`config.mk`:
```
export PLATFORM = sky130hd
export DESIGN_NAME = rvd_cfg
export DESIGN_NICKNAME = d
export VERILOG_FILES = /design/src/rtl/core/rvd_pkg.sv /design/src/rtl/core/rvd_cfg.sv
export SDC_FILE = /design/constraint.sdc
export NUM_CORES = 1
export LEC_CHECK = 0
export BUFFER_PORTS_ARGS = -buffer_cell sky130_fd_sc_hd__buf_2
export CAP_MARGIN = 40
export CORE_MARGIN = 8
export CORE_UTILIZATION = 48
export CTS_CLUSTER_SIZE = 25
export DETAILED_ROUTE_END_ITERATION = 8
export PLACE_DENSITY = 0.88
export SYNTH_ARGS = -nofsm -noshare
export SYNTH_HDL_FRONTEND = slang
export SYNTH_SLANG_ARGS = --single-unit
```
`constraint.sdc`:
```
create_clock -name clk -period 1.3 [get_ports clk]
set_input_delay 0.13 -clock clk [delete_from_list [all_inputs] [get_ports clk]]
set_output_delay 0.13 -clock clk [all_outputs]
set_load 0.02 [all_outputs]
```
`src/rtl/core/rvd_pkg.sv`:
```
`timescale 1ns / 1ps
`default_nettype none

package rvd_pkg;

  // Field and register widths
  localparam int COORD_BITS     = 12;
  localparam int GAIN_FRAC_BITS = 16;
  localparam int CENTER_W       = 14;
  localparam int INV_W          = 32;
  localparam int RATIO_IN_W     = 17;
  localparam int RATIO_IN_FRAC  = 16;
  localparam int CH_W           = 8;
  localparam int DATA_W         = 32;
  localparam int ADDR_W         = 4;

  // Distance datapath
  localparam int DIST_FRAC_BITS = 8;
  localparam int PROD_FRAC_BITS = DIST_FRAC_BITS + INV_W;
  localparam int DIFF_W = ((COORD_BITS > CENTER_W - 1) ? COORD_BITS : CENTER_W - 1) + 2;
  localparam int SQ_W   = 2 * (DIFF_W - 1);
  localparam int SUM_W  = SQ_W + 1;
  localparam int RAD_W  = SUM_W + 2 * DIST_FRAC_BITS;
  localparam int ROOT_W = (RAD_W + 1) / 2;
  localparam int RAD_E  = 2 * ROOT_W;

  // Gain datapath
  localparam int PROD_W      = ROOT_W + INV_W;
  localparam int TERM_SHIFT  = PROD_FRAC_BITS - GAIN_FRAC_BITS;
  localparam int TERM_W      = PROD_W + 1 - TERM_SHIFT;
  localparam int RATIO_W     = GAIN_FRAC_BITS + 1;
  localparam int ALIGN_W     = RATIO_IN_W + PROD_FRAC_BITS - RATIO_IN_FRAC;
  localparam int GAIN_W      = ((TERM_W > RATIO_W) ? TERM_W : RATIO_W) + 1;
  localparam int MUL_W       = CH_W + RATIO_W + 1;
  localparam int SCALE_W     = MUL_W - GAIN_FRAC_BITS;

  localparam logic [RATIO_IN_W-1:0] RATIO_RESET = RATIO_IN_W'(58982);

  typedef logic [CH_W-1:0] chan_t;
  typedef logic signed [CENTER_W-1:0] center_t;
  typedef logic [RAD_E-1:0] rad_t;
  typedef logic [ROOT_W-1:0] root_t;

  typedef enum logic [1:0] {
    REG_CENTER_X   = 2'd0,
    REG_CENTER_Y   = 2'd1,
    REG_INV_RADIUS = 2'd2,
    REG_GAIN_RATIO = 2'd3
  } reg_idx_t;

  typedef struct packed {
    logic [COORD_BITS-1:0] pixel_x;
    logic [COORD_BITS-1:0] pixel_y;
    chan_t                 blue_in;
    chan_t                 green_in;
    chan_t                 red_in;
  } pixel_in_t;

  typedef struct packed {
    chan_t blue_out;
    chan_t green_out;
    chan_t red_out;
  } pixel_out_t;

  typedef struct packed {
    chan_t blue;
    chan_t green;
    chan_t red;
  } pix_t;

  typedef struct packed {
    center_t                 center_x;
    center_t                 center_y;
    logic [INV_W-1:0]        inv_radius;
    logic [RATIO_IN_W-1:0]   gain_ratio;
  } cfg_t;

endpackage

`default_nettype wire

```
`src/rtl/core/rvd_cfg.sv`:
```
`timescale 1ns / 1ps
`default_nettype none

module rvd_cfg (
  input  wire logic                       clk,
  input  wire logic                       rst,
  input  wire logic                       psel,
  input  wire logic                       penable,
  input  wire logic                       pwrite,
  input  wire logic [rvd_pkg::ADDR_W-1:0] paddr,
  input  wire logic [rvd_pkg::DATA_W-1:0] pwdata,
  output logic      [rvd_pkg::DATA_W-1:0] prdata,
  output logic                            pready,
  output rvd_pkg::cfg_t                   cfg
);

  rvd_pkg::reg_idx_t idx;
  logic              wr;

  assign idx    = rvd_pkg::reg_idx_t'(paddr[3:2]);
  assign pready = 1'b1;
  assign wr     = psel & penable & pwrite & pready;

  // Register writes
  always_ff @(posedge clk) begin
    if (rst) begin
      cfg.center_x   <= '0;
      cfg.center_y   <= '0;
      cfg.inv_radius <= '0;
      cfg.gain_ratio <= rvd_pkg::RATIO_RESET;
    end else if (wr) begin
      case (idx)
        rvd_pkg::REG_CENTER_X:   cfg.center_x   <= pwdata[rvd_pkg::CENTER_W-1:0];
        rvd_pkg::REG_CENTER_Y:   cfg.center_y   <= pwdata[rvd_pkg::CENTER_W-1:0];
        rvd_pkg::REG_INV_RADIUS: cfg.inv_radius <= pwdata[rvd_pkg::INV_W-1:0];
        rvd_pkg::REG_GAIN_RATIO: cfg.gain_ratio <= pwdata[rvd_pkg::RATIO_IN_W-1:0];
        default: ;
      endcase
    end
  end

  // Readback
  always_comb begin
    case (idx)
      rvd_pkg::REG_CENTER_X:   prdata = rvd_pkg::DATA_W'(cfg.center_x);
      rvd_pkg::REG_CENTER_Y:   prdata = rvd_pkg::DATA_W'(cfg.center_y);
      rvd_pkg::REG_INV_RADIUS: prdata = rvd_pkg::DATA_W'(cfg.inv_radius);
      rvd_pkg::REG_GAIN_RATIO: prdata = rvd_pkg::DATA_W'(cfg.gain_ratio);
      default:                 prdata = '0;
    endcase
  end

endmodule

`default_nettype wire

```
==> impl_metrics.tcl <==
set metrics [dict create \
    crit_required_ps 1170 \
    synth_area_um2 3730 \
    crit_arrival_ps 1370 \
    fin_skew_ps 0 \
    vias 3301 \
    drive_above_1_share_pct 56.91 \
    hpwl_um 7373 \
    antenna_found_initial 0 \
    hold_viol 0 \
    antenna_cells 0 \
    cts-hold-fix-buffers 0 \
    largestRegisters "cfg (77)" \
    violations "negative setup slack" \
    clkSinkCount 77 \
    min_path_cells 3 \
    status "complete, but fails checks" \
    min_period_over_period_pct 115.5 \
    critPathLaunchType "flop" \
    synth_seq_cells 77 \
    synth_top_cell_area_share_pct 41.33 \
    globalplace.congestion 0.7523 \
    gr-usage-all-layers_pct 19.60 \
    fin_crit_ps 1502 \
    die_h_um 104.2 \
    grt_pass1_wl_um 17500 \
    grt_pass1_vias 3457 \
    pre_cts_slack_ps -112.3 \
    power_density_nw_per_um2 933.5 \
    clk_latency_ps 340 \
    syn_nets 397 \
    end_kind "output pin" \
    core_um2 7647 \
    p_leak_nw 2.775 \
    nNetsFinal 579 \
    yosys.cell_types.count 25 \
    synth_area_leader_cell "dfxtp_1" \
    first_iter_violations 72 \
    grt-ovfl-total 0 \
    fin_ws_ps -201.8 \
    initial_utilization_pct 48.77 \
    clk_pin_slew_ps 80 \
    finalSetupViolations 32 \
    slew_viol_final 0 \
    cts_tree "yes" \
    layout.core_utilization_pct 70.22 \
    drt-pass1-iter-count 4 \
    tns_ps -5184 \
    largest_reg_flops 77 \
    grt_max_degree 82 \
    fmax_ghz 0.6659 \
    multiInputGateArea_um2 2029 \
    rsz0062_at_grt "true" \
    drt_wl_total_um 10960 \
    crit_fanout 19 \
    io_buffers 147 \
    yosys_warnings 0 \
    final_common_cell "buf_2" \
    fill_cells 564 \
    hp-class "input port to flop" \
    regMostFlops "cfg" \
    critPathKind "flop to output pin" \
    drtAntennaViolNets 0 \
    layout.area.seq_um2 1602 \
    drv_cap 0 \
    yosys-top-cells-area "dfxtp_1 (41%), mux2i_1 (16%), nand2b_1 (11%)" \
    syn_area_per_cell_um2 10.48 \
    post_drt_wl_per_cell_um 17.00 \
    vdd_ir_drop_max_mv 0.7719 \
    dieArea_um2 10850 \
    drc 0 \
    cts_buffer_depth 2 \
    ff2ff_path_depth 4 \
    syn_inst 356 \
    rows 32 \
    vias_per_cell 5.118 \
    final_cell_mix "buf_2 (129), nand2b_1 (66), mux2i_1 (60), buf_4 (49), dfxtp_2 (48)" \
    cts_inserted_buffers 9 \
    ios 151 \
    root_buffer "clkbuf_8" \
    fp.dieW_um 104.2 \
    cts-htree-levels 3 \
    area_growth_pct 43.98 \
    yosysSeqAreaShare_pct 41.33 \
]
## Yosys cell counts
cell type / number
a21bo_2: 17
a21o_1: 19
a21oi_1: 17
and2_1: 1
and3_1: 2
buf_2: 13
buf_4: 6
buf_6: 3
clkbuf_1: 12
conb_1: 1
dfxtp_1: 77
mux2_2: 4
mux2i_1: 61
mux4_2: 13
nand2_2: 1
nand2b_1: 66
nand3_1: 18
nand3_2: 1
nand3b_1: 1
nor2_1: 18
nor2_2: 1
nor2b_1: 1
nor3_1: 1
nor3b_1: 1
or3_4: 1
## power breakdown
group / internal (mW) / total (mW) / switching, mW
Sequential: 2.39 / 2.41 / 0.0210
Clock: 1.08 / 1.99 / 0.909
Combinational: 0.294 / 0.615 / 0.320
Total: 3.76 / 5.01 / 1.25
## final timing paths
kind,start,end,slack (ps)
worst max register to register,cfg[2],cfg[2],450
worst min-delay path,pwdata[23],cfg[40],30
worst min register to register,cfg[18],cfg[18],490
worst max-delay path,cfg[76],prdata[28],-200
## stage by stage
stage               std cells  total power, mW  area [um2]  hold slack, ps
global placement          588            3.006        4647           382.4
floorplan                 356            2.819        3735           277.5
CTS                       635            5.015        5258           15.59
finish                    645            5.013        5370           27.84
detailed placement        588            3.019        4647           388.7
global route              645            5.203        5370           14.85
## routing by layer
metal  part of all wire, %  vias to the layer above  GRT usage, %
li1                      -                     1595             -
met1                    41                     1587         21.84
met2                    52                      109         34.37
met3                   6.9                       10         6.753
met4                  0.96                        0         5.791
met5                     0                        -             0
## critical path, stage by stage, from the launching register on
cell	delay, ps
dfxtp_2	340
mux2i_4	180
nor2_4	50
buf_12	150
a21o_1	170
buf_6	130
## logic make-up after synthesis
group / after synthesis / synth area share, %
AND/OR/NAND/NOR: 113 / 17.41
AO/OA/AOI/OAI: 53 / 10.67
other: 1 / 0.1005
buffers and inverters: 34 / 5.065
multiplexers: 78 / 25.43
flip-flops: 77 / 41.33
## area by class of cell
cell class	instances	area share, %
Timing Repair Buffer	205	26.00
Clock inverter	6	1.631
Clock buffer	10	2.377
Tap cell	102	2.377
Sequential cell	77	29.82
Multi-Input combinational cell	245	37.79
## repair_timing
item | in CTS | in global routing
endpoints found under the hold margin | 0 | 0
pin swaps | 1 | 0
buffers inserted | 31 | 11
gates resized for setup | 67 | 18
cloned | 0 | 0
endpoints found under the setup margin | 32 | 32
Power figures use the tool's default switching activity.
