$ cat src/rtl/core/rvd_pkg.sv
`timescale 1ns / 1ps
`default_nettype none

package rvd_pkg;

  // Field and register widths
  localparam int COORD_BITS     = 12;
  localparam int GAIN_FRAC_BITS = 16;
  localparam int CENTER_W       = 14;
  localparam int INV_W          = 32;
  localparam int RATIO_IN_W     = 17;
  localparam int RATIO_IN_FRAC  = 16;
  localparam int CH_W           = 8;
  localparam int DATA_W         = 32;
  localparam int ADDR_W         = 4;

  // Distance datapath
  localparam int DIST_FRAC_BITS = 8;
  localparam int PROD_FRAC_BITS = DIST_FRAC_BITS + INV_W;
  localparam int DIFF_W = ((COORD_BITS > CENTER_W - 1) ? COORD_BITS : CENTER_W - 1) + 2;
  localparam int SQ_W   = 2 * (DIFF_W - 1);
  localparam int SUM_W  = SQ_W + 1;
  localparam int RAD_W  = SUM_W + 2 * DIST_FRAC_BITS;
  localparam int ROOT_W = (RAD_W + 1) / 2;
  localparam int RAD_E  = 2 * ROOT_W;

  // Gain datapath
  localparam int PROD_W      = ROOT_W + INV_W;
  localparam int TERM_SHIFT  = PROD_FRAC_BITS - GAIN_FRAC_BITS;
  localparam int TERM_W      = PROD_W + 1 - TERM_SHIFT;
  localparam int RATIO_W     = GAIN_FRAC_BITS + 1;
  localparam int ALIGN_W     = RATIO_IN_W + PROD_FRAC_BITS - RATIO_IN_FRAC;
  localparam int GAIN_W      = ((TERM_W > RATIO_W) ? TERM_W : RATIO_W) + 1;
  localparam int MUL_W       = CH_W + RATIO_W + 1;
  localparam int SCALE_W     = MUL_W - GAIN_FRAC_BITS;

  localparam logic [RATIO_IN_W-1:0] RATIO_RESET = RATIO_IN_W'(58982);

  typedef logic [CH_W-1:0] chan_t;
  typedef logic signed [CENTER_W-1:0] center_t;
  typedef logic [RAD_E-1:0] rad_t;
  typedef logic [ROOT_W-1:0] root_t;

  typedef enum logic [1:0] {
    REG_CENTER_X   = 2'd0,
    REG_CENTER_Y   = 2'd1,
    REG_INV_RADIUS = 2'd2,
    REG_GAIN_RATIO = 2'd3
  } reg_idx_t;

  typedef struct packed {
    logic [COORD_BITS-1:0] pixel_x;
    logic [COORD_BITS-1:0] pixel_y;
    chan_t                 blue_in;
    chan_t                 green_in;
    chan_t                 red_in;
  } pixel_in_t;

  typedef struct packed {
    chan_t blue_out;
    chan_t green_out;
    chan_t red_out;
  } pixel_out_t;

  typedef struct packed {
    chan_t blue;
    chan_t green;
    chan_t red;
  } pix_t;

  typedef struct packed {
    center_t                 center_x;
    center_t                 center_y;
    logic [INV_W-1:0]        inv_radius;
    logic [RATIO_IN_W-1:0]   gain_ratio;
  } cfg_t;

endpackage

`default_nettype wire

$ cat src/rtl/core/rvd_sqrt.sv
`timescale 1ns / 1ps
`default_nettype none

// Restoring square root, one result bit per stage, MSB first
module rvd_sqrt (
  input  wire logic       clk,
  input  wire logic       rst,
  input  wire logic       in_valid,
  output logic            in_stall,
  input  rvd_pkg::rad_t   in_rad,
  input  rvd_pkg::pix_t   in_pix,
  output logic            out_valid,
  input  wire logic       out_stall,
  output rvd_pkg::root_t  out_root,
  output rvd_pkg::pix_t   out_pix
);

  localparam int N = rvd_pkg::ROOT_W;

  logic            vld_q  [N];
  logic            rdy    [N+1];
  rvd_pkg::root_t  root_q [N];
  rvd_pkg::pix_t   pix_q  [N];
  rvd_pkg::rad_t   rem_q  [N-1];

  assign rdy[N]    = ~vld_q[N-1] | ~out_stall;
  assign in_stall  = ~rdy[0];
  assign out_valid = vld_q[N-1];
  assign out_root  = root_q[N-1];
  assign out_pix   = pix_q[N-1];

  for (genvar k = 0; k < N; k++) begin : g_stage
    localparam int BIT = N - 1 - k;

    logic                     vld_in;
    rvd_pkg::root_t           root_in;
    rvd_pkg::rad_t            rem_in;
    rvd_pkg::pix_t            pix_in;
    logic [rvd_pkg::RAD_E:0]  test;
    logic                     take;
    rvd_pkg::rad_t            rem_nx;
    rvd_pkg::root_t           root_nx;

    if (k == 0) begin : g_first
      assign vld_in  = in_valid;
      assign root_in = '0;
      assign rem_in  = in_rad;
      assign pix_in  = in_pix;
    end else begin : g_next
      assign vld_in  = vld_q[k-1];
      assign root_in = root_q[k-1];
      assign rem_in  = rem_q[k-1];
      assign pix_in  = pix_q[k-1];
    end

    assign rdy[k] = ~vld_q[k] | rdy[k+1];

    // (root + 2^BIT)^2 - root^2
    always_comb begin
      test    = ((rvd_pkg::RAD_E+1)'(root_in) << (BIT + 1))
              + ((rvd_pkg::RAD_E+1)'(1) << (2 * BIT));
      take    = {1'b0, rem_in} >= test;
      rem_nx  = take ? rvd_pkg::RAD_E'({1'b0, rem_in} - test) : rem_in;
      root_nx = take ? (root_in | (N'(1) << BIT)) : root_in;
    end

    always_ff @(posedge clk) begin
      if (rst) begin
        vld_q[k] <= 1'b0;
      end else if (rdy[k]) begin
        vld_q[k] <= vld_in;
      end
    end

    always_ff @(posedge clk) begin
      if (rdy[k]) begin
        root_q[k] <= root_nx;
        pix_q[k]  <= pix_in;
      end
    end

    if (k < N - 1) begin : g_rem
      always_ff @(posedge clk) begin
        if (rdy[k]) begin
          rem_q[k] <= rem_nx;
        end
      end
    end else begin : g_last
      // Final remainder is not needed
    end
  end

endmodule

`default_nettype wire

$ cat config.mk
export PLATFORM = sky130hd
export DESIGN_NAME = rvd_sqrt
export DESIGN_NICKNAME = d
export VERILOG_FILES = /design/src/rtl/core/rvd_pkg.sv /design/src/rtl/core/rvd_sqrt.sv
export SDC_FILE = /design/constraint.sdc
export NUM_CORES = 2
export LEC_CHECK = 0
export BUFFER_PORTS_ARGS = -buffer_cell sky130_fd_sc_hd__buf_2
export CORE_MARGIN = 10
export CORE_UTILIZATION = 59
export CTS_BUF_LIST = sky130_fd_sc_hd__clkbuf_4
export CTS_CLUSTER_DIAMETER = 100
export DETAILED_ROUTE_END_ITERATION = 8
export PLACE_DENSITY = 0.85
export SYNTH_ARGS = -nofsm -noshare
export SYNTH_HDL_FRONTEND = slang
export SYNTH_SLANG_ARGS = --single-unit
$ cat constraint.sdc
create_clock -name clk -period 9.8 [get_ports clk]
set_clock_uncertainty 0.2 [all_clocks]
set_input_delay 0.49 -clock clk [delete_from_list [all_inputs] [get_ports clk]]
set_output_delay 0.49 -clock clk [all_outputs]
set_load 0.02 [all_outputs]
==> results.py <==
metrics = {
    "die": {
        "ios": 123,
        "fp.dieH_um": 384,
        "initial_core_util_pct": 59.5,
        "dieArea_mm2": 0.147,
        "core_mm2": 0.131,
        "die_x_um": 384,
        "num_rows": 133,
    },
    "timing": {
        "finalCritPeriodShare_pct": 65.9,
        "max_slew_margin_pct": 20.9,
        "finalSetupViolations": 0,
        "hold_viol": 0,
        "tightestPinTransition_ns": 1.18,
        "period_minus_slack_ns": 6.46,
        "worst_slack_ns": 3.34,
        "rsz0062_at_grt": "false",
        "fmax_mhz": 155,
        "slew_viol_final": 0,
        "worst_hold_slack_ns": 0.102,
        "setup_tns_ns": 0,
    },
    "grt": {
        "overflow": 0,
        "grt_max_degree": 92,
        "antenna_found_initial": 5,
        "grt_use_total_pct": 20.4,
        "grt_pass1_vias": 47010,
        "grt_pass1_wl_mm": 240,
    },
    "synth": {
        "synth_cell_types": 92,
        "synth_fp_nets": 5659,
        "yosysWarningCount": 0,
        "synthArstFlopShare_pct": 0,
        "ys_seq_area_share_pct": 71.6,
        "syn_area_mm2": 0.0782,
        "synthCells": 5290,
        "synth_ff_type": "edfxtp_1",
        "ys_ff_latch": 1863,
        "synth_edf_count": 1863,
        "syn_avg_cell_area_um2": 14.8,
    },
    "detailed_routing": {
        "wl_mm": 153,
        "vias": 45874,
        "drt_iter0_drc": 3521,
        "remaining_drc_errors": 0,
        "ant_nets": 0,
        "firstDrtPassIters": 6,
        "wl_per_cell_um": 19.1,
        "via_per_inst": 5.71,
    },
    "hold_path": {
        "min_path_type": "reg -> reg",
        "hp-start": "pix_q[14][0]$_DFFE_PP_",
    },
    "placed_design": {
        "io_buffer_count": 122,
        "gp_congestion": 0.973,
        "place_ws_ns": 4.44,
        "dp_hpwl_mm": 101,
    },
    "clock_network": {
        "cts_tree": "done",
        "cts.sinks": 1863,
        "cts_root_buf": "clkbuf_4",
        "htreeDepth": 5,
        "cts_buffers": 437,
        "cts_resized": 0,
        "clk_pin_slew_ns": 0.06,
        "clockBufferDepth": 4,
        "clock_latency_ns": 1.30,
    },
    "power": {
        "p_per_area_mw_per_mm2": 250,
        "power.leakage_nw": 35.3,
        "max-vdd-ir-drop_mv": 0.171,
    },
    "setup_path": {
        "end_kind": "output pin",
        "regToRegSetupSlack_ns": 4.42,
        "cp-startpoint": "out_stall",
        "path_class": "in -> out",
        "startpoint_type": "input pin",
        "crit-reg2reg-launch": "vld_q[11][0]$_DFFE_PP_",
        "worstPathMaxFanout": 24,
        "worstPathArrival_ns": 5.77,
        "cp.required_ns": 9.11,
    },
    "finish": {
        "final_nets": 6333,
        "syn_to_final_growth_pct": 12.2,
        "layout-drive-gt1-share_pct": 15.0,
        "layout_common_cells": "edfxtp_1, clkbuf_4, inv_1, nor2_1, ha_1",
        "layout_commonest_cell": "edfxtp_1",
        "fill_cells": 8207,
    },
    "status": {
        "outcome": "finished clean",
    },
    "flow_run": {
        "maxCapViolCount": 0,
    },
}
==> report_power, final <==
part | internal, mW | switching [mW]
clock | 2.93 | 2.94
sequential | 10.5 | 1.05
combinational | 2.01 | 2.45
==> cell usage after synthesis, drive strengths merged (20+ instances only) <==
cell type	n	share of area, %
edfxtp	1863	72
inv	386	1.9
nor2	321	1.5
ha	295	4.7
nand2	273	1.3
a21oi	271	1.7
xnor2	234	2.6
o21ai	183	1.2
xor2	182	2.0
nor4	163	1.3
nor3	117	0.76
a21o	106	1.0
nand3	78	0.50
o21a	74	0.71
nand4	71	0.57
mux2	67	0.97
nand2b	65	0.52
clkbuf	50	0.24
or3	45	0.37
nor2b	39	0.32
a31oi	29	0.23
o31ai	29	0.28
or4	25	0.24
and3	24	0.19
or2	23	0.19
and2	20	0.16
==> stage by stage <==
stage               util [%]  total power, mW  std cells  area [µm²]
floorplan                  -             14.7       5290       78200
global placement        61.6             15.7       7132       81000
detailed placement      61.6             16.0       7132       81000
CTS                     66.7             21.9       8022       87700
global route            66.7             23.0       8027       87700
finish                  66.7             21.9       8031       87700
==> layout make-up <==
| type | count | area, µm² | share of cell area, % |
|---|---|---|---|
| diodes | 9 | 22.5 | 0.0257 |
| clock buffers | 609 | 4570 | 5.21 |
| clock inverters | 133 | 602 | 0.686 |
| inverters | 386 | 1460 | 1.66 |
| multi-input cells | 2974 | 20600 | 23.5 |
| flip-flops and latches | 1863 | 55900 | 63.8 |
| well taps | 1755 | 2200 | 2.50 |
| repair buffers | 302 | 2330 | 2.66 |
==> final timing paths <==
path                                               end  depth (start not counted)
worst max-delay path                          in_stall                         14
worst min-delay path            pix_q[15][0]$_DFFE_PP_                          0
worst max register to register   vld_q[0][0]$_DFFE_PP_                         12
worst min register to register  pix_q[15][0]$_DFFE_PP_                          0
==> flip-flops by register name, indices dropped and copies added, names as in the netlist <==
name and flops:
pix_q 552, rem_q 1012, root_q 276, vld_q 23
==> timing repair <==
item                                    4_1_cts  5_1_grt
buffers inserted                              0        0
hold buffers                                148        0
endpoints found under the hold margin       191        0
endpoints found under the setup margin        0        0
==> cell families after synthesis <==
group,share of synthesized area (%)
and+or+nand+nor,9.11
DFF,71.6
adders and majority gates,4.72
buffers and inverters,2.22
xor gates and xnor gates,4.66
AOI/OAI and AO/OA,6.63
muxes,1.08
==> worst max-delay path, cell delays in order <==
cell           delay, ns
dlygate4sd3_1       0.52
buf_2               0.11
dlygate4sd3_1       0.53
and3_1              0.25
clkinv_2            0.26
nor2_1              0.39
and3_1              0.30
clkinv_2            0.35
nor3_1              1.05
inv_2               0.06
nor2_1              0.57
and3_1              0.33
and2_1              0.31
buf_2               0.23
==> metal layers <==
| layer | track usage (%) | vias up | wire length [µm] |
|---|---|---|---|
| li1 | - | 21530 | - |
| met1 | 21.2 | 21771 | 52900 |
| met2 | 38.0 | 2074 | 82500 |
| met3 | 4.38 | 499 | 10300 |
| met4 | 11.1 | 0 | 7400 |
| met5 | 0 | - | 0 |
No activity file was read; power rests on OpenSTA's default activity.
