**config.mk**
```make
export PLATFORM = sky130hd
export DESIGN_NAME = rvd_shade
export DESIGN_NICKNAME = d
export VERILOG_FILES = /design/src/rtl/core/rvd_pkg.sv /design/src/rtl/core/rvd_shade.sv
export SDC_FILE = /design/constraint.sdc
export NUM_CORES = 2
export LEC_CHECK = 0
export BUFFER_PORTS_ARGS = -buffer_cell sky130_fd_sc_hd__buf_2
export CAP_MARGIN = 10
export CORE_ASPECT_RATIO = 1.2
export CORE_MARGIN = 10
export CORE_UTILIZATION = 45
export CTS_BUF_LIST = sky130_fd_sc_hd__clkbuf_8
export CTS_CLUSTER_DIAMETER = 120
export DETAILED_ROUTE_END_ITERATION = 6
export PLACE_DENSITY = 0.74
export SLEW_MARGIN = 20
export SYNTH_ARGS = -nofsm -noshare
export SYNTH_HDL_FRONTEND = slang
export SYNTH_SLANG_ARGS = --single-unit
```
**constraint.sdc**
```tcl
create_clock -name clk -period 7.2 [get_ports clk]
set_input_delay 1.08 -clock clk [delete_from_list [all_inputs] [get_ports clk]]
set_output_delay 1.08 -clock clk [all_outputs]
set_load 0.01 [all_outputs]
```
**src/rtl/core/rvd_pkg.sv**
```systemverilog
`timescale 1ns / 1ps
`default_nettype none

package rvd_pkg;

  // Field and register widths
  localparam int COORD_BITS     = 12;
  localparam int GAIN_FRAC_BITS = 16;
  localparam int CENTER_W       = 14;
  localparam int INV_W          = 32;
  localparam int RATIO_IN_W     = 17;
  localparam int RATIO_IN_FRAC  = 16;
  localparam int CH_W           = 8;
  localparam int DATA_W         = 32;
  localparam int ADDR_W         = 4;

  // Distance datapath
  localparam int DIST_FRAC_BITS = 8;
  localparam int PROD_FRAC_BITS = DIST_FRAC_BITS + INV_W;
  localparam int DIFF_W = ((COORD_BITS > CENTER_W - 1) ? COORD_BITS : CENTER_W - 1) + 2;
  localparam int SQ_W   = 2 * (DIFF_W - 1);
  localparam int SUM_W  = SQ_W + 1;
  localparam int RAD_W  = SUM_W + 2 * DIST_FRAC_BITS;
  localparam int ROOT_W = (RAD_W + 1) / 2;
  localparam int RAD_E  = 2 * ROOT_W;

  // Gain datapath
  localparam int PROD_W      = ROOT_W + INV_W;
  localparam int TERM_SHIFT  = PROD_FRAC_BITS - GAIN_FRAC_BITS;
  localparam int TERM_W      = PROD_W + 1 - TERM_SHIFT;
  localparam int RATIO_W     = GAIN_FRAC_BITS + 1;
  localparam int ALIGN_W     = RATIO_IN_W + PROD_FRAC_BITS - RATIO_IN_FRAC;
  localparam int GAIN_W      = ((TERM_W > RATIO_W) ? TERM_W : RATIO_W) + 1;
  localparam int MUL_W       = CH_W + RATIO_W + 1;
  localparam int SCALE_W     = MUL_W - GAIN_FRAC_BITS;

  localparam logic [RATIO_IN_W-1:0] RATIO_RESET = RATIO_IN_W'(58982);

  typedef logic [CH_W-1:0] chan_t;
  typedef logic signed [CENTER_W-1:0] center_t;
  typedef logic [RAD_E-1:0] rad_t;
  typedef logic [ROOT_W-1:0] root_t;

  typedef enum logic [1:0] {
    REG_CENTER_X   = 2'd0,
    REG_CENTER_Y   = 2'd1,
    REG_INV_RADIUS = 2'd2,
    REG_GAIN_RATIO = 2'd3
  } reg_idx_t;

  typedef struct packed {
    logic [COORD_BITS-1:0] pixel_x;
    logic [COORD_BITS-1:0] pixel_y;
    chan_t                 blue_in;
    chan_t                 green_in;
    chan_t                 red_in;
  } pixel_in_t;

  typedef struct packed {
    chan_t blue_out;
    chan_t green_out;
    chan_t red_out;
  } pixel_out_t;

  typedef struct packed {
    chan_t blue;
    chan_t green;
    chan_t red;
  } pix_t;

  typedef struct packed {
    center_t                 center_x;
    center_t                 center_y;
    logic [INV_W-1:0]        inv_radius;
    logic [RATIO_IN_W-1:0]   gain_ratio;
  } cfg_t;

endpackage

`default_nettype wire

```
**src/rtl/core/rvd_shade.sv**
```systemverilog
`timescale 1ns / 1ps
`default_nettype none

// Distance to gain, then per-channel scale and clamp into the output register
module rvd_shade (
  input  wire logic           clk,
  input  wire logic           rst,
  input  rvd_pkg::cfg_t       cfg,
  input  wire logic           in_valid,
  output logic                in_stall,
  input  rvd_pkg::root_t      in_root,
  input  rvd_pkg::pix_t       in_pix,
  output logic                out_valid,
  input  wire logic           out_stall,
  output rvd_pkg::pixel_out_t out_beat
);

  localparam int G = rvd_pkg::GAIN_FRAC_BITS;

  logic v1, v2, v3;
  logic rdy1, rdy2, rdy3;

  logic [rvd_pkg::PROD_W-1:0]  prod;
  logic [rvd_pkg::PROD_W:0]    rsum;
  logic [rvd_pkg::TERM_W-1:0]  term;
  logic [rvd_pkg::RATIO_W-1:0] ratio;
  logic [rvd_pkg::GAIN_W-1:0]  diff;
  logic                        gpos;
  logic [rvd_pkg::RATIO_W-1:0] gmag;
  rvd_pkg::pix_t               pix1, pix2;

  function automatic rvd_pkg::chan_t scale_ch(rvd_pkg::chan_t c,
                                              logic [rvd_pkg::RATIO_W-1:0] g,
                                              logic pos);
    logic [rvd_pkg::MUL_W-1:0]   p;
    logic [rvd_pkg::SCALE_W-1:0] q;
    p = rvd_pkg::MUL_W'(c) * rvd_pkg::MUL_W'(g) + (rvd_pkg::MUL_W'(1) << (G - 1));
    q = p[rvd_pkg::MUL_W-1:G];
    if (!pos) begin
      return '0;
    end else if (q > rvd_pkg::SCALE_W'(255)) begin
      return '1;
    end else begin
      return q[rvd_pkg::CH_W-1:0];
    end
  endfunction

  assign rdy3     = ~v3 | ~out_stall;
  assign rdy2     = ~v2 | rdy3;
  assign rdy1     = ~v1 | rdy2;
  assign in_stall = ~rdy1;

  always_ff @(posedge clk) begin
    if (rst) begin
      v1 <= 1'b0;
      v2 <= 1'b0;
      v3 <= 1'b0;
    end else begin
      if (rdy1) v1 <= in_valid;
      if (rdy2) v2 <= v1;
      if (rdy3) v3 <= v2;
    end
  end

  // Stage 1: distance times inverse radius
  always_ff @(posedge clk) begin
    if (rdy1) begin
      prod <= rvd_pkg::PROD_W'(in_root) * rvd_pkg::PROD_W'(cfg.inv_radius);
      pix1 <= in_pix;
    end
  end

  // Stage 2: round the term half up, subtract from the aligned ratio
  always_comb begin
    rsum  = (rvd_pkg::PROD_W+1)'(prod)
          + ((rvd_pkg::PROD_W+1)'(1) << (rvd_pkg::TERM_SHIFT - 1));
    term  = rsum[rvd_pkg::PROD_W:rvd_pkg::TERM_SHIFT];
    ratio = rvd_pkg::RATIO_W'({cfg.gain_ratio,
             {(rvd_pkg::ALIGN_W-rvd_pkg::RATIO_IN_W){1'b0}}} >> rvd_pkg::TERM_SHIFT);
    diff  = rvd_pkg::GAIN_W'(ratio) - rvd_pkg::GAIN_W'(term);
  end

  always_ff @(posedge clk) begin
    if (rdy2) begin
      gpos <= ~diff[rvd_pkg::GAIN_W-1] & (|diff);
      gmag <= diff[rvd_pkg::RATIO_W-1:0];
      pix2 <= pix1;
    end
  end

  // Stage 3: scale each channel, round, clamp
  always_ff @(posedge clk) begin
    if (rdy3) begin
      out_beat.blue_out  <= scale_ch(pix2.blue, gmag, gpos);
      out_beat.green_out <= scale_ch(pix2.green, gmag, gpos);
      out_beat.red_out   <= scale_ch(pix2.red, gmag, gpos);
    end
  end

  assign out_valid = v3;

endmodule

`default_nettype wire

```
==> impl_metrics.env <==
export IMPL_grt_pass1_wl_mm=163
export IMPL_place_gp_congestion=0.887
export IMPL_htree_levels=4
export IMPL_cp_arrival_ns=7.20
export IMPL_start_util=0.455
export IMPL_async_reset_ff_frac=0
export IMPL_nets=5901
export IMPL_clk_path_buf_depth=2
export IMPL_syn_area_um2=40100
export IMPL_syn_mean_instance_area_um2=9.31
export IMPL_die_w_um=292
export IMPL_slew_violations=0
export IMPL_design_die_area_um2=101000
export IMPL_core_area_um2=88100
export IMPL_syn_instance_count=4308
export IMPL_syn_nets=5703
export IMPL_cts_made_buffers=17
export IMPL_synth_flop_cell="edfxtp_1"
export IMPL_synth_cell_type_count=60
export IMPL_vias=29203
export IMPL_clkSinkCount=125
export IMPL_synth_simple_area_share=0.173
export IMPL_synth_mux_area_frac=0.00128
export IMPL_hold_class="reg -> reg"
export IMPL_synth_edff_count=122
export IMPL_finalCritPeriodShare=0.965
export IMPL_grt_pass1_vias=32646
export IMPL_hpwl_mm=83.5
export IMPL_synth_xor_area_frac=0.0201
export IMPL_ys_ff_latch=125
export IMPL_synth_top_family_by_area="adder cells"
export IMPL_synth_compound_area_frac=0.0385
export IMPL_numPortBuffers=125
export IMPL_die_h_um=347
export IMPL_fin_util=0.505
export IMPL_path_class="in -> reg"
export IMPL_yosys_warnings=0
export IMPL_ys_seq_area_frac=0.0929
export IMPL_finalClockSkew_ns=0.0277
export IMPL_hold_violations=0
export IMPL_worstSetupEndpoint="prod[52]"
export IMPL_drive_above_1_share=0.103
export IMPL_worstSetupEndpointType="register"
export IMPL_antenna_left=0
export IMPL_cp_max_fo=8
export IMPL_slew_headroom=0.309
export IMPL_startpoint="in_root[11]"
export IMPL_num_io_pins=154
export IMPL_r2r_start="gmag[6]"
export IMPL_rows=119
export IMPL_wirelength_mm=97.9
export IMPL_rr_endpoint="out_beat[1]"
export IMPL_status="complete, no violations"
export IMPL_viasPerCell=5.15
export IMPL_antenna_found_initial=10
export IMPL_cts_root_buf="clkbuf_8"
export IMPL_overflow=0
export IMPL_timing_max_cap_violations=0
export IMPL_tightest_slew_ns=1.04
export IMPL_clk_pin_slew_ns=0.10
export IMPL_rrSetupSlack_ns=0.91
export IMPL_syn2layout_area_growth_pct=11.0
export IMPL_reg2reg_depth=18
export IMPL_cts_tree="done"
export IMPL_drc=0
export IMPL_period_minus_slack_ns=6.95
export IMPL_grt_max_degree=58
export IMPL_clock_latency_ns=0.51
export IMPL_synth_fa_ha_area_frac=0.563
export IMPL_wl_per_cell_um=17.3
export IMPL_cp_start_kind="input pin"
export IMPL_max_freq_mhz=144
export IMPL_drt_pre_antenna_iters=5
export IMPL_required_ns=7.46
export IMPL_grt_total_usage=0.198
export IMPL_setup_viol=0
export IMPL_drt_iter0_markers=1429
Yosys cell counts, types with 5 or more instances:
cell	number	area share
inv_1	984	0.092
fa_1	894	0.45
nand2_1	639	0.060
and2_1	565	0.088
ha_1	373	0.12
clkbuf_1	202	0.019
edfxtp_1	122	0.091
a21oi_1	70	0.0087
nor2_1	65	0.0061
xnor2_1	51	0.011
xor2_1	41	0.0090
o21ai_0	39	0.0049
o21a_1	36	0.0067
a21o_1	23	0.0043
nor3_1	22	0.0027
nand4_1	21	0.0033
nand3_1	20	0.0025
and3_1	16	0.0025
nor2b_1	10	0.0016
a211oi_1	9	0.0017
a31oi_1	9	0.0014
nand2b_1	8	0.0012
o21bai_1	8	0.0015
o211ai_1	5	0.00094
or4_1	5	0.00094
logic make-up after synthesis:
family	Yosys count
and+or+nand+nor	1394
DFF	125
AOI/OAI and AO/OA	239
adders and majority gates	1267
xor gates and xnor gates	92
muxes	5
buffers and inverters	1186
cell type report:
class | count | area [µm²]
clock buffer | 17 | 234
inverter | 984 | 3690
fill | 7941 | 43700
tap | 1149 | 1440
clock inverter | 15 | 173
timing repair buffer | 381 | 3030
sequential | 125 | 3720
antenna | 1 | 2.50
multi-input combinational | 2997 | 32200
metal layers:
metal / global-route usage / vias up / part of all wire
met5: 0 / - / 0.00040
met4: 0.0600 / 6 / 0.032
met3: 0.0277 / 219 / 0.053
met2: 0.370 / 822 / 0.53
met1: 0.232 / 15014 / 0.39
li1: - / 13142 / -
critical path, stage by stage:
cell	delay, ns
buf_4	0.16
and2_4	0.17
fa_1	0.53
inv_1	0.05
fa_1	0.47
inv_1	0.05
fa_1	0.49
inv_1	0.06
fa_1	0.52
inv_1	0.05
fa_1	0.50
fa_1	0.49
inv_1	0.05
fa_1	0.47
inv_1	0.04
ha_1	0.28
a21o_1	0.20
a21oi_2	0.13
nor2b_1	0.06
o31a_1	0.40
o21ai_2	0.16
nand2_2	0.12
a311oi_4	0.37
a21boi_1	0.11
o22a_1	0.19
what timing repair did:
item                                   CTS  global route
endpoints found under the hold margin    0             0
resized for setup                        2           113
setup endpoints to repair                3            24
gates cloned                             0             2
hold buffers                             0             0
buffers inserted                         0             5
pin swaps                                0            36
worst min-delay path by stage:
stage	depth (start not counted)	end	startpoint	slack (ns)
2_1_floorplan	0	pix2[0]	pix1[0]	0.40
3_3_place_gp	0	pix2[18]	pix1[18]	0.40
3_5_place_dp	0	pix2[22]	pix1[22]	0.41
4_1_cts	0	pix2[11]	pix1[11]	0.42
5_1_grt	0	pix2[11]	pix1[11]	0.43
6_report	0	pix2[11]	pix1[11]	0.41
per-stage QoR:
stage / hold slack, ns / setup TNS (ns) / worst slack (ns) / instance area [µm²] / instances
after floorplan: 0.400 / 0 / 0.0126 / 40100 / 4308
after global placement: 0.403 / -10.55 / -0.575 / 43600 / 5630
after detailed placement: 0.405 / -11.81 / -0.628 / 43600 / 5630
after CTS: 0.419 / 0 / 0.00810 / 44000 / 5662
after global routing: 0.432 / -0.0233 / -0.0221 / 44500 / 5669
final: 0.409 / 0 / 0.254 / 44500 / 5669
sequential cells by signal, indices dropped and copies added (netlist names):
signal and cells:
prod 32, out_beat 24, pix1 24, pix2 24, gmag 17, gpos 1, out_valid 1, v1 1
v2 1
placed cells by master (no fill, tap or decap), drive strengths merged, types with 4 or more instances in the layout:
cell type	n
edfxtp	122
o211ai	5
a21o	23
fa	894
nor3	23
and2	565
nor4b	4
o21ai	43
clkinv	5
nand4	21
nand2b	8
ha	373
a31oi	9
o22ai	4
nor2b	10
nand3	20
o21bai	8
mux2i	4
and3	16
a21oi	71
inv	991
and4	4
buf	369
or4	5
o21a	36
nor2	65
xnor2	51
nand2	639
xor2	41
a211oi	9
clkbuf	29
Power is left out: the tool's default activity adds up to more than one toggle a clock period on the data nets, which glitch-free logic cannot reach.
