<file path="config.mk">
export PLATFORM = sky130hd
export DESIGN_NAME = rvd_geom
export DESIGN_NICKNAME = d
export VERILOG_FILES = /design/src/rtl/core/rvd_pkg.sv /design/src/rtl/core/rvd_geom.sv
export SDC_FILE = /design/constraint.sdc
export NUM_CORES = 1
export LEC_CHECK = 0
export ABC_CLOCK_PERIOD_IN_PS = 12800
export BUFFER_PORTS_ARGS = -buffer_cell sky130_fd_sc_hd__buf_2
export CAP_MARGIN = 20
export CORE_MARGIN = 2
export CORE_UTILIZATION = 46
export DETAILED_ROUTE_END_ITERATION = 12
export SLEW_MARGIN = 20
export SYNTH_ARGS = -nofsm -noshare
export SYNTH_HDL_FRONTEND = slang
export SYNTH_SLANG_ARGS = --single-unit
export TNS_END_PERCENT = 100
</file>
<file path="constraint.sdc">
create_clock -name clk -period 12.8 [get_ports clk]
set_clock_uncertainty 0.2 [all_clocks]
set_input_delay 1.92 -clock clk [delete_from_list [all_inputs] [get_ports clk]]
set_output_delay 1.92 -clock clk [all_outputs]
set_load 0.005 [all_outputs]
</file>
<file path="src/rtl/core/rvd_pkg.sv">
`timescale 1ns / 1ps
`default_nettype none

package rvd_pkg;

  // Field and register widths
  localparam int COORD_BITS     = 12;
  localparam int GAIN_FRAC_BITS = 16;
  localparam int CENTER_W       = 14;
  localparam int INV_W          = 32;
  localparam int RATIO_IN_W     = 17;
  localparam int RATIO_IN_FRAC  = 16;
  localparam int CH_W           = 8;
  localparam int DATA_W         = 32;
  localparam int ADDR_W         = 4;

  // Distance datapath
  localparam int DIST_FRAC_BITS = 8;
  localparam int PROD_FRAC_BITS = DIST_FRAC_BITS + INV_W;
  localparam int DIFF_W = ((COORD_BITS > CENTER_W - 1) ? COORD_BITS : CENTER_W - 1) + 2;
  localparam int SQ_W   = 2 * (DIFF_W - 1);
  localparam int SUM_W  = SQ_W + 1;
  localparam int RAD_W  = SUM_W + 2 * DIST_FRAC_BITS;
  localparam int ROOT_W = (RAD_W + 1) / 2;
  localparam int RAD_E  = 2 * ROOT_W;

  // Gain datapath
  localparam int PROD_W      = ROOT_W + INV_W;
  localparam int TERM_SHIFT  = PROD_FRAC_BITS - GAIN_FRAC_BITS;
  localparam int TERM_W      = PROD_W + 1 - TERM_SHIFT;
  localparam int RATIO_W     = GAIN_FRAC_BITS + 1;
  localparam int ALIGN_W     = RATIO_IN_W + PROD_FRAC_BITS - RATIO_IN_FRAC;
  localparam int GAIN_W      = ((TERM_W > RATIO_W) ? TERM_W : RATIO_W) + 1;
  localparam int MUL_W       = CH_W + RATIO_W + 1;
  localparam int SCALE_W     = MUL_W - GAIN_FRAC_BITS;

  localparam logic [RATIO_IN_W-1:0] RATIO_RESET = RATIO_IN_W'(58982);

  typedef logic [CH_W-1:0] chan_t;
  typedef logic signed [CENTER_W-1:0] center_t;
  typedef logic [RAD_E-1:0] rad_t;
  typedef logic [ROOT_W-1:0] root_t;

  typedef enum logic [1:0] {
    REG_CENTER_X   = 2'd0,
    REG_CENTER_Y   = 2'd1,
    REG_INV_RADIUS = 2'd2,
    REG_GAIN_RATIO = 2'd3
  } reg_idx_t;

  typedef struct packed {
    logic [COORD_BITS-1:0] pixel_x;
    logic [COORD_BITS-1:0] pixel_y;
    chan_t                 blue_in;
    chan_t                 green_in;
    chan_t                 red_in;
  } pixel_in_t;

  typedef struct packed {
    chan_t blue_out;
    chan_t green_out;
    chan_t red_out;
  } pixel_out_t;

  typedef struct packed {
    chan_t blue;
    chan_t green;
    chan_t red;
  } pix_t;

  typedef struct packed {
    center_t                 center_x;
    center_t                 center_y;
    logic [INV_W-1:0]        inv_radius;
    logic [RATIO_IN_W-1:0]   gain_ratio;
  } cfg_t;

endpackage

`default_nettype wire

</file>
<file path="src/rtl/core/rvd_geom.sv">
`timescale 1ns / 1ps
`default_nettype none

// Offset, square and sum: three stages from pixel position to radicand
module rvd_geom (
  input  wire logic               clk,
  input  wire logic               rst,
  input  rvd_pkg::cfg_t           cfg,
  input  wire logic               in_valid,
  output logic                    in_stall,
  input  rvd_pkg::pixel_in_t      in_beat,
  output logic                    out_valid,
  input  wire logic               out_stall,
  output rvd_pkg::rad_t           out_rad,
  output rvd_pkg::pix_t           out_pix
);

  logic v1, v2, v3;
  logic rdy1, rdy2, rdy3;

  logic signed [rvd_pkg::DIFF_W-1:0]   dx, dy;
  logic signed [2*rvd_pkg::DIFF_W-1:0] px, py;
  logic [rvd_pkg::SQ_W-1:0]            sqx, sqy;
  logic [rvd_pkg::SUM_W-1:0]           sum;
  rvd_pkg::pix_t                       pix1, pix2;

  // Bubble-collapsing ready chain
  assign rdy3     = ~v3 | ~out_stall;
  assign rdy2     = ~v2 | rdy3;
  assign rdy1     = ~v1 | rdy2;
  assign in_stall = ~rdy1;

  always_ff @(posedge clk) begin
    if (rst) begin
      v1 <= 1'b0;
      v2 <= 1'b0;
      v3 <= 1'b0;
    end else begin
      if (rdy1) v1 <= in_valid;
      if (rdy2) v2 <= v1;
      if (rdy3) v3 <= v2;
    end
  end

  // Stage 1: offsets from the center
  always_ff @(posedge clk) begin
    if (rdy1) begin
      dx   <= rvd_pkg::DIFF_W'($signed({1'b0, in_beat.pixel_x}))
            - rvd_pkg::DIFF_W'(cfg.center_x);
      dy   <= rvd_pkg::DIFF_W'($signed({1'b0, in_beat.pixel_y}))
            - rvd_pkg::DIFF_W'(cfg.center_y);
      pix1 <= '{blue: in_beat.blue_in, green: in_beat.green_in, red: in_beat.red_in};
    end
  end

  // Stage 2: squares
  assign px = dx * dx;
  assign py = dy * dy;

  always_ff @(posedge clk) begin
    if (rdy2) begin
      sqx  <= px[rvd_pkg::SQ_W-1:0];
      sqy  <= py[rvd_pkg::SQ_W-1:0];
      pix2 <= pix1;
    end
  end

  // Stage 3: sum, scaled for the distance fraction bits
  assign sum = rvd_pkg::SUM_W'(sqx) + rvd_pkg::SUM_W'(sqy);

  always_ff @(posedge clk) begin
    if (rdy3) begin
      out_rad <= rvd_pkg::RAD_E'({sum, {(2*rvd_pkg::DIST_FRAC_BITS){1'b0}}});
      out_pix <= pix2;
    end
  end

  assign out_valid = v3;

endmodule

`default_nettype wire

</file>
==> flow_summary_export.csv, run 1 <==
group,metric,value,unit
outcome,outcome,"finished, final reports clean",
yosys,async_reset_ff_share,0,%
placed_design,placed_cell_area,23800,um2
floorplan,core,48600,um2
critical_path,crit_path_end_kind,"flop",
global_route,grt_first_pass_wirelength,73.5,mm
critical_path,crit_slowest_cell,"edfxtp_1",
yosys,ys_seq_area_share,24.9,%
yosys,ys_ff_latch,188,
global_route,grt_overflow,0,
placed_design,numPortBuffers,134,
critical_path,arrival,6.96,ns
clock_tree,cts.sinks,188,
finish,fin_nets,2969,
clock_tree,cts_buffer_depth,2,
finish,drive_gt1_share,8.38,%
floorplan,io_pins,201,
placed_design,gp_congestion,0.815,
clock_tree,cts_tree,"done",
routing,route.detailed.drc,0,
clock_tree,htree_num_levels,4,
critical_path,crit_start,"dy[2]",
finish,num-fill-cells,4528,
routing,drtIter0Drc,655,
global_route,grt_pass1_vias,15431,
yosys,yosys_warnings,0,
critical_path,endpoint,"sqy[27]",
routing,routed_wl,42.8,mm
critical_path,cp.buffers_inverters,4,
sta,hold_violations,0,
sta,slew_headroom,35.7,%
routing,routedWlPerCell,14.8,um
flow_run,drv_cap,0,
routing,firstDrtPassIters,4,
sta,fmax,143,MHz
critical_path,slowest_delay,0.88,ns
finish,regArea,5620,um2
critical_path,cp.required,12.79,ns
global_route,grt_usage,18.2,%
clock_tree,cts_buffers,17,
critical_path,path_class,"flop to flop",
placed_design,dp_hpwl,35.3,mm
yosys,synth_edf_count,185,
finish,design_area,24400,um2
critical_path,r2r_end,"sqy[27]",
routing,antenna_left,0,
clock_tree,holdBufCountCts,0,
floorplan,initial_core_util,46.3,%
critical_path,r2r.worst_path.cells,18,
clock_tree,cts_root_buffer,"clkbuf_16",
worst_hold_path,hold_class,"flop to flop",
global_route,grt_max_degree,76,
floorplan,dieArea,50700,um2
finish,diodes,0,
critical_path,critPathTopFamily,"adder cells",
critical_path,critPathLaunchType,"flop",
yosys,ys.flop_type,"edfxtp_1",
sta,tns,0,ns
finish,multiInputGateArea,14400,um2
floorplan,row_count,81,
yosys,synth_cell_types,58,
sta,tightestPinTransition,0.964,ns
sta,setup_viol,0,
sta,grt_setup_unrepaired,"false",
routing,viasPerCell,4.87,
sta,min_period_over_period,54.5,%
yosys,syn_avg_cell_area,10.6,um2
clock_tree,clkSlewWorstSetupHoldPaths,0.08,ns
sta,slew_viol_final,0,
critical_path,crit_fanout,16,
clock_tree,clk_latency,0.44,ns
yosys,syn_area,22500,um2
floorplan,die_w,225,um
critical_path,regToRegSetupSlack,5.82,ns
global_route,antenna_found_initial,1,
clock_tree,post-cts-setup-buffers,0,
clock_tree,cts_resized,0,
sta,fin_crit,6.98,ns
yosys,syn_inst,2133,
critical_path,path_depth,18,
routing,route.vias.total,14077,
critical_path,crit_top_cell,"fa_1",
critical_path,worstPathCellList,"and2_1, fa_1, fa_1, inv_1, fa_1, inv_1, fa_1, fa_1, inv_1, fa_1, inv_1, ha_1, o41ai_1, nand2_1, o21ai_1, o2111ai_1, a21oi_1, xnor2_1",
finish,syn_to_final_growth,8.34,%
critical_path,worstReg2RegStart,"dy[2]",
floorplan,die_h,225,um
metal layers:
layer / wire (um) / up-vias / GRT usage (%)
met1: 19200 / 7057 / 24.6
li1: - / 6705 / -
met3: 1750 / 32 / 2.32
met4: 443 / 0 / 3.16
met5: 0 / - / 0
met2: 21400 / 283 / 31.9
stage by stage:
stage	hold slack, ns	std cells	setup WS, ns	utilization [%]
global placement	0.201	2858	5.85	48.9
CTS	0.215	2890	5.77	50.1
finish	0.215	2890	5.82	50.1
detailed placement	0.205	2858	5.79	48.9
global route	0.226	2890	5.38	50.1
floorplan	0.200	2149	6.56	-
cell type report:
cell class	instances	share of cell area, %
multi-input cells	1297	59.1
flip-flops and latches	188	23.0
inverters	614	9.45
well taps	622	3.19
repair buffers	137	2.84
clock buffers	17	1.74
clock inverters	15	0.682
how the worst min path moves through the flow:
stage                  start          end  slack (ns)  cells after the start
floorplan            pix2[0]   out_pix[0]        0.20                      0
global placement    pix1[11]     pix2[11]        0.20                      0
detailed placement   pix2[0]   out_pix[0]        0.20                      0
CTS                  pix2[2]   out_pix[2]        0.22                      0
global route        pix2[20]  out_pix[20]        0.23                      0
finish              pix2[20]  out_pix[20]        0.21                      0
synth_stat cells (3+ instances only):
cell / n / area [um2]
a211oi_1: 5 / 37.5
a21o_1: 15 / 113
a21oi_1: 60 / 300
a21oi_2: 4 / 35.0
a31o_1: 3 / 26.3
a31oi_1: 8 / 50.1
a41oi_1: 3 / 26.3
and2_1: 83 / 519
and3_1: 11 / 68.8
buf_4: 17 / 128
clkbuf_1: 33 / 124
dfxtp_1: 3 / 60.1
edfxtp_1: 185 / 5560
fa_1: 379 / 7590
ha_1: 206 / 2580
inv_1: 614 / 2300
nand2_1: 147 / 552
nand2b_1: 16 / 100
nand3_1: 13 / 65.1
nand4_1: 7 / 43.8
nor2_1: 83 / 312
nor2b_1: 17 / 106
nor3_1: 13 / 65.1
o211ai_1: 5 / 37.5
o21a_1: 6 / 45.0
o21ai_0: 18 / 90.1
o21ai_1: 8 / 40.0
o21bai_1: 12 / 90.1
or3_1: 8 / 50.1
xnor2_1: 85 / 744
xor2_1: 29 / 254
worst register-to-register path, stage by stage (launching register included):
cell	delay [ns]
edfxtp_1	0.88
and2_1	0.25
fa_1	0.53
fa_1	0.82
inv_1	0.23
fa_1	0.52
inv_1	0.05
fa_1	0.52
fa_1	0.50
inv_1	0.05
fa_1	0.48
inv_1	0.04
ha_1	0.23
o41ai_1	0.59
nand2_1	0.16
o21ai_1	0.26
o2111ai_1	0.16
a21oi_1	0.19
xnor2_1	0.08
cells by family (layout without fill, tap and decap cells):
| kind of cell | Yosys count | in the layout | synth area share (%) |
|---|---|---|---|
| buffers and inverters | 664 | 783 | 11.4 |
| DFF | 188 | 188 | 24.9 |
| and+or+nand+nor | 403 | 403 | 8.52 |
| muxes | 2 | 2 | 0.100 |
| adders and majority gates | 585 | 585 | 45.1 |
| other | 1 | 17 | 0.0167 |
| xor gates and xnor gates | 116 | 116 | 4.63 |
| AOI/OAI and AO/OA | 174 | 174 | 5.30 |
layout by cell type (no fill, tap or decap), drive strengths merged, types with 8 or more instances in the layout:
master and instances:
inv 622, fa 379, ha 206, edfxtp 185, nand2 147, buf 137, xnor2 85, nor2 83
and2 83, a21oi 64, xor2 29, o21ai 27, nor2b 17, conb 17, clkbuf 17, nand2b 16
a21o 15, nand3 13, nor3 13, o21bai 12, and3 11, a31oi 8, or3 8
registers in the layout, indices dropped and copies added (netlist names):
| register | count |
|---|---|
| dx | 15 |
| dy | 15 |
| out_pix | 24 |
| out_rad | 29 |
| out_valid | 1 |
| pix1 | 24 |
| pix2 | 24 |
| sqx | 27 |
| sqy | 27 |
| v1 | 1 |
| v2 | 1 |
Power of run 1 is left out: the tool's default activity adds up to more than one toggle a clock period on the data nets, which glitch-free logic cannot reach.
==> run 2: changes to the inputs <==
--- a/config.mk
+++ b/config.mk
@@ -5,7 +5,7 @@
 export SDC_FILE = /design/constraint.sdc
 export NUM_CORES = 1
 export LEC_CHECK = 0
-export ABC_CLOCK_PERIOD_IN_PS = 12800
+export ABC_CLOCK_PERIOD_IN_PS = 7200
 export BUFFER_PORTS_ARGS = -buffer_cell sky130_fd_sc_hd__buf_2
 export CAP_MARGIN = 20
 export CORE_MARGIN = 2
==> constraint.sdc (replaced) <==
create_clock -name clk -period 7.2 [get_ports clk]
set_clock_uncertainty 0.2 [all_clocks]
set_input_delay 1.08 -clock clk [delete_from_list [all_inputs] [get_ports clk]]
set_output_delay 1.08 -clock clk [all_outputs]
set_load 0.005 [all_outputs]
==> run 2 against run 1 <==
Compared with the run above:
- fmax rose by 3.4%
- die area did not move
- worst setup slack got worse by 5.4 ns
- critical path depth did not move
- non-clock buffer count rose by 19
- first-iteration DRC count fell by 5.6%
- via count rose by 0.77%
- routed wire length fell by 0.83%
- hold slack improved by 0.00055 ns
- final area rose by 0.46%
- utilization rose by 0.23 points
==> flow_summary_export.csv, run 2 (synthesis results as in run 1) <==
group,metric,value,unit
finish,drive_gt1_share,9.05,%
sta,fin_crit,6.75,ns
clock_tree,holdBufCountCts,0,
routing,route.vias.total,14186,
critical_path,crit_start,"dx[2]",
floorplan,die_h,225,um
finish,syn_to_final_growth,8.84,%
clock_tree,cts.sinks,188,
critical_path,crit_fanout,16,
clock_tree,cts_buffers,17,
global_route,grt_pass1_vias,15572,
worst_hold_path,min_from,"pix1[17]",
sta,slew_headroom,38.6,%
floorplan,row_count,81,
critical_path,path_class,"flop to flop",
routing,firstDrtPassIters,5,
clock_tree,cts_tree,"done",
worst_hold_path,hold_end,"pix2[17]",
clock_tree,cts_buffer_depth,2,
sta,tightestPinTransition,0.921,ns
routing,routedWlPerCell,14.6,um
critical_path,crit_path_end_kind,"flop",
critical_path,r2r_end,"sqx[26]",
clock_tree,clkSlewWorstSetupHoldPaths,0.07,ns
routing,drtIter0Drc,618,
sta,setup_viol,0,
finish,fin_cells,2909,
finish,num-fill-cells,4437,
finish,top_register,"out_rad",
floorplan,io_pins,201,
finish,diodes,0,
routing,route.detailed.drc,0,
critical_path,worstReg2RegStart,"dx[2]",
critical_path,critPathLaunchType,"flop",
placed_design,gp_congestion,0.824,
finish,final_common_cell,"inv_1",
global_route,grt_usage,18.2,%
placed_design,dp_hpwl,36.1,mm
routing,viasPerCell,4.88,
critical_path,r2r.worst_path.cells,18,
sta,fmax,148,MHz
finish,largest_register_ffs,29,
finish,layout_common_cells,"613 x inv_1, 379 x fa_1, 206 x ha_1, 185 x edfxtp_1, 145 x nand2_1",
routing,antenna_left,0,
global_route,grt_max_degree,71,
sta,tns,0,ns
critical_path,regToRegSetupSlack,0.45,ns
placed_design,dp.cells,2877,
global_route,antenna_found_initial,0,
worst_hold_path,holdPathStages,0,
global_route,grt_overflow,0,
floorplan,core,48600,um2
finish,fin_nets,2988,
sta,min_period_over_period,93.7,%
clock_tree,cts_root_buffer,"clkbuf_16",
floorplan,die_w,225,um
floorplan,dieArea,50700,um2
sta,grt_setup_unrepaired,"false",
critical_path,cp.required,7.18,ns
clock_tree,post-cts-setup-buffers,0,
flow_run,drv_cap,0,
placed_design,numPortBuffers,134,
sta,slew_viol_final,0,
routing,routed_wl,42.4,mm
clock_tree,htree_num_levels,4,
finish,largestRegisters,"out_rad x29, sqx x27, sqy x27",
outcome,outcome,"finished, final reports clean",
sta,hold_violations,0,
floorplan,initial_core_util,46.3,%
clock_tree,cts_resized,0,
global_route,grt_first_pass_wirelength,72.9,mm
clock_tree,clk_latency,0.44,ns
critical_path,arrival,6.73,ns
worst_hold_path,hold_class,"flop to flop",
[run 2: critical path: stages, from the launching register on]
cell	delay, ns
edfxtp_1	0.69
and2_1	0.32
fa_1	0.67
inv_1	0.15
fa_1	0.58
fa_1	0.45
fa_1	0.57
fa_1	0.43
fa_1	0.48
inv_1	0.04
ha_1	0.32
a21oi_1	0.17
o21ai_0	0.14
o21ai_0	0.25
o311ai_2	0.18
o21a_1	0.28
a311oi_1	0.31
o21bai_1	0.11
xor2_1	0.15
[run 2: worst max path at each step]
stage / cells after the start / slack [ns] / to
final: 18 / 0.45 / sqx[26]
after CTS: 21 / 0.43 / sqy[26]
after global routing: 22 / 0.08 / sqy[27]
after floorplan: 22 / 0.96 / sqy[26]
after global placement: 22 / 0.52 / sqy[26]
after detailed placement: 18 / 0.48 / sqx[26]
[run 2: per-layer routing]
layer  vias to the layer above  part of all wire [%]  GRT usage [%]
li1                       6756                     -              -
met3                        38                   3.9           2.07
met1                      7095                    43           23.3
met5                         -                     0              0
met2                       297                    52           32.8
met4                         0                   1.6           4.38
[run 2: area by class of cell]
type	instances	area (um2)	area share, %
Multi-Input combinational cell	1297	14400	58.8
Sequential cell	188	5620	22.9
Tap cell	622	778	3.18
Clock inverter	12	124	0.505
Timing Repair Buffer	156	836	3.41
Inverter	614	2310	9.41
Clock buffer	20	437	1.78
[run 2: per-stage QoR]
step           area, um2  setup WS, ns  hold slack, ns  utilization [%]
2_1_floorplan      22600         0.961           0.200                -
3_3_place_gp       23900         0.516           0.200             49.2
3_5_place_dp       23900         0.479           0.205             49.2
4_1_cts            24500         0.431           0.216             50.4
5_1_grt            24500        0.0761           0.219             50.4
6_report           24500         0.451           0.215             50.4
Power of run 2 is left out for the same reason.
==> run 3: changes to the inputs <==
--- a/config.mk
+++ b/config.mk
@@ -8,9 +8,11 @@
 export ABC_CLOCK_PERIOD_IN_PS = 7200
 export BUFFER_PORTS_ARGS = -buffer_cell sky130_fd_sc_hd__buf_2
 export CAP_MARGIN = 20
+export CORE_ASPECT_RATIO = 0.9
 export CORE_MARGIN = 2
-export CORE_UTILIZATION = 46
+export CORE_UTILIZATION = 49
 export DETAILED_ROUTE_END_ITERATION = 12
+export PLACE_DENSITY = 0.68
 export SLEW_MARGIN = 20
 export SYNTH_ARGS = -nofsm -noshare
 export SYNTH_HDL_FRONTEND = slang
==> run 3 against run 2 <==
Compared with the run above:
- routed wire length is 0.75% higher
- clock-buffer cell count down 1
- critical endpoint unchanged
- utilization up 3.6 points
- critical path type unchanged
- final area down 0.10%
- via count is 1.2% higher
- sequential share of layout area about the same
==> flow_summary_export.csv, run 3 (synthesis results as in run 1) <==
group,metric,value,unit
sta,slew_viol_final,0,
clock_tree,cts_buffer_depth,2,
clock_tree,cts_tree,"done",
global_route,grt_usage,19.2,%
sta,fmax,147,MHz
routing,firstDrtPassIters,4,
critical_path,crit_slowest_cell,"edfxtp_1",
sta,tns,0,ns
clock_tree,clk_latency,0.44,ns
finish,diodes,0,
routing,viasPerCell,4.97,
floorplan,die_h,207,um
clock_tree,htree_num_levels,4,
routing,routedWlPerCell,14.8,um
sta,fin_crit,6.82,ns
global_route,grt_pass1_vias,15800,
outcome,outcome,"finished, final reports clean",
clock_tree,holdBufCountCts,0,
critical_path,path_class,"flop to flop",
critical_path,worstPathCellList,"nand2_1, inv_1, fa_1, inv_1, fa_1, fa_1, fa_1, fa_1, fa_1, inv_1, ha_1, a21oi_1, o21ai_0, o21ai_0, o311ai_2, o21a_1, a311oi_1, o21bai_1, xor2_1",
clock_tree,cts_resized,0,
routing,route.vias.total,14358,
critical_path,critPathLaunchType,"flop",
floorplan,initial_core_util,49.6,%
critical_path,crit_top_cell,"fa_1",
critical_path,cp.buffers_inverters,3,
routing,route.detailed.drc,0,
clock_tree,clkSlewWorstSetupHoldPaths,0.08,ns
placed_design,dp_hpwl,35.9,mm
routing,antenna_left,0,
flow_run,drv_cap,0,
finish,largest_register_ffs,29,
sta,setup_viol,0,
sta,grt_setup_unrepaired,"false",
global_route,antenna_found_initial,0,
finish,top_register,"out_rad",
sta,slew_headroom,36.8,%
floorplan,io_pins,201,
clock_tree,post-cts-setup-buffers,0,
clock_tree,cts_buffers,17,
critical_path,crit_path_end_kind,"flop",
placed_design,gp_congestion,0.847,
floorplan,core,45400,um2
routing,routed_wl,42.8,mm
sta,min_period_over_period,94.7,%
finish,fin_nets,2983,
finish,drive_gt1_share,8.90,%
critical_path,arrival,6.81,ns
critical_path,crit_fanout,17,
worst_hold_path,hold_class,"flop to flop",
finish,syn_to_final_growth,8.72,%
sta,hold_violations,0,
critical_path,cp.required,7.19,ns
routing,drtIter0Drc,606,
clock_tree,cts_root_buffer,"clkbuf_16",
floorplan,row_count,74,
clock_tree,cts.sinks,188,
finish,largestRegisters,"out_rad x29, sqx x27, sqy x27",
global_route,grt_overflow,0,
critical_path,critPathTopFamily,"adder cells",
sta,tightestPinTransition,0.948,ns
floorplan,die_w,230,um
global_route,grt_first_pass_wirelength,73.7,mm
global_route,grt_max_degree,72,
finish,final_common_cell,"inv_1",
floorplan,dieArea,47700,um2
placed_design,numPortBuffers,134,
finish,layout_common_cells,"613 x inv_1, 379 x fa_1, 206 x ha_1, 185 x edfxtp_1, 145 x nand2_1",
critical_path,slowest_delay,0.70,ns
finish,num-fill-cells,3983,
## run 3: changes by cell type in the layout (fill, tap and decap cells not counted), sizes merged
cell and change:
buf -5, clkbuf -1, clkinv +3, clkinvlp +1, inv -3
## run 3: cell type report
class | count | area, um2 | area share, %
multi-input combinational | 1297 | 14400 | 58.9
sequential | 188 | 5620 | 22.9
inverter | 614 | 2310 | 9.42
timing repair buffer | 151 | 798 | 3.26
tap | 608 | 761 | 3.11
clock buffer | 19 | 433 | 1.77
clock inverter | 13 | 158 | 0.644
## run 3: stage by stage
step                      worst slack [ns]  hold WS (ns)  std cells  area [um2]  util [%]
after global routing                0.0206         0.222       2890       24500      54.0
after floorplan                      0.961         0.200       2149       22600         -
final                                0.380         0.220       2890       24500      54.0
after global placement               0.531         0.200       2858       23900      52.7
after detailed placement             0.413         0.205       2858       23900      52.7
after CTS                            0.395         0.220       2890       24500      54.0
## run 3: routing by layer
metal	vias to the layer above	GRT usage, %	share of wire [%]
li1	6750	-	-
met3	38	2.27	4.6
met4	0	4.25	1.3
met2	344	33.5	50
met5	-	0	0
met1	7226	25.8	44
## run 3: final timing paths
kind,slack [ns],endpoint,depth (start not counted),start
hold / removal,0.22,pix2[8],0,pix1[8]
setup / recovery,0.38,sqx[26],19,dx[0]
setup reg to reg,0.38,sqx[26],19,dx[0]
hold reg to reg,0.22,pix2[8],0,pix1[8]
Power of run 3 is left out for the same reason.
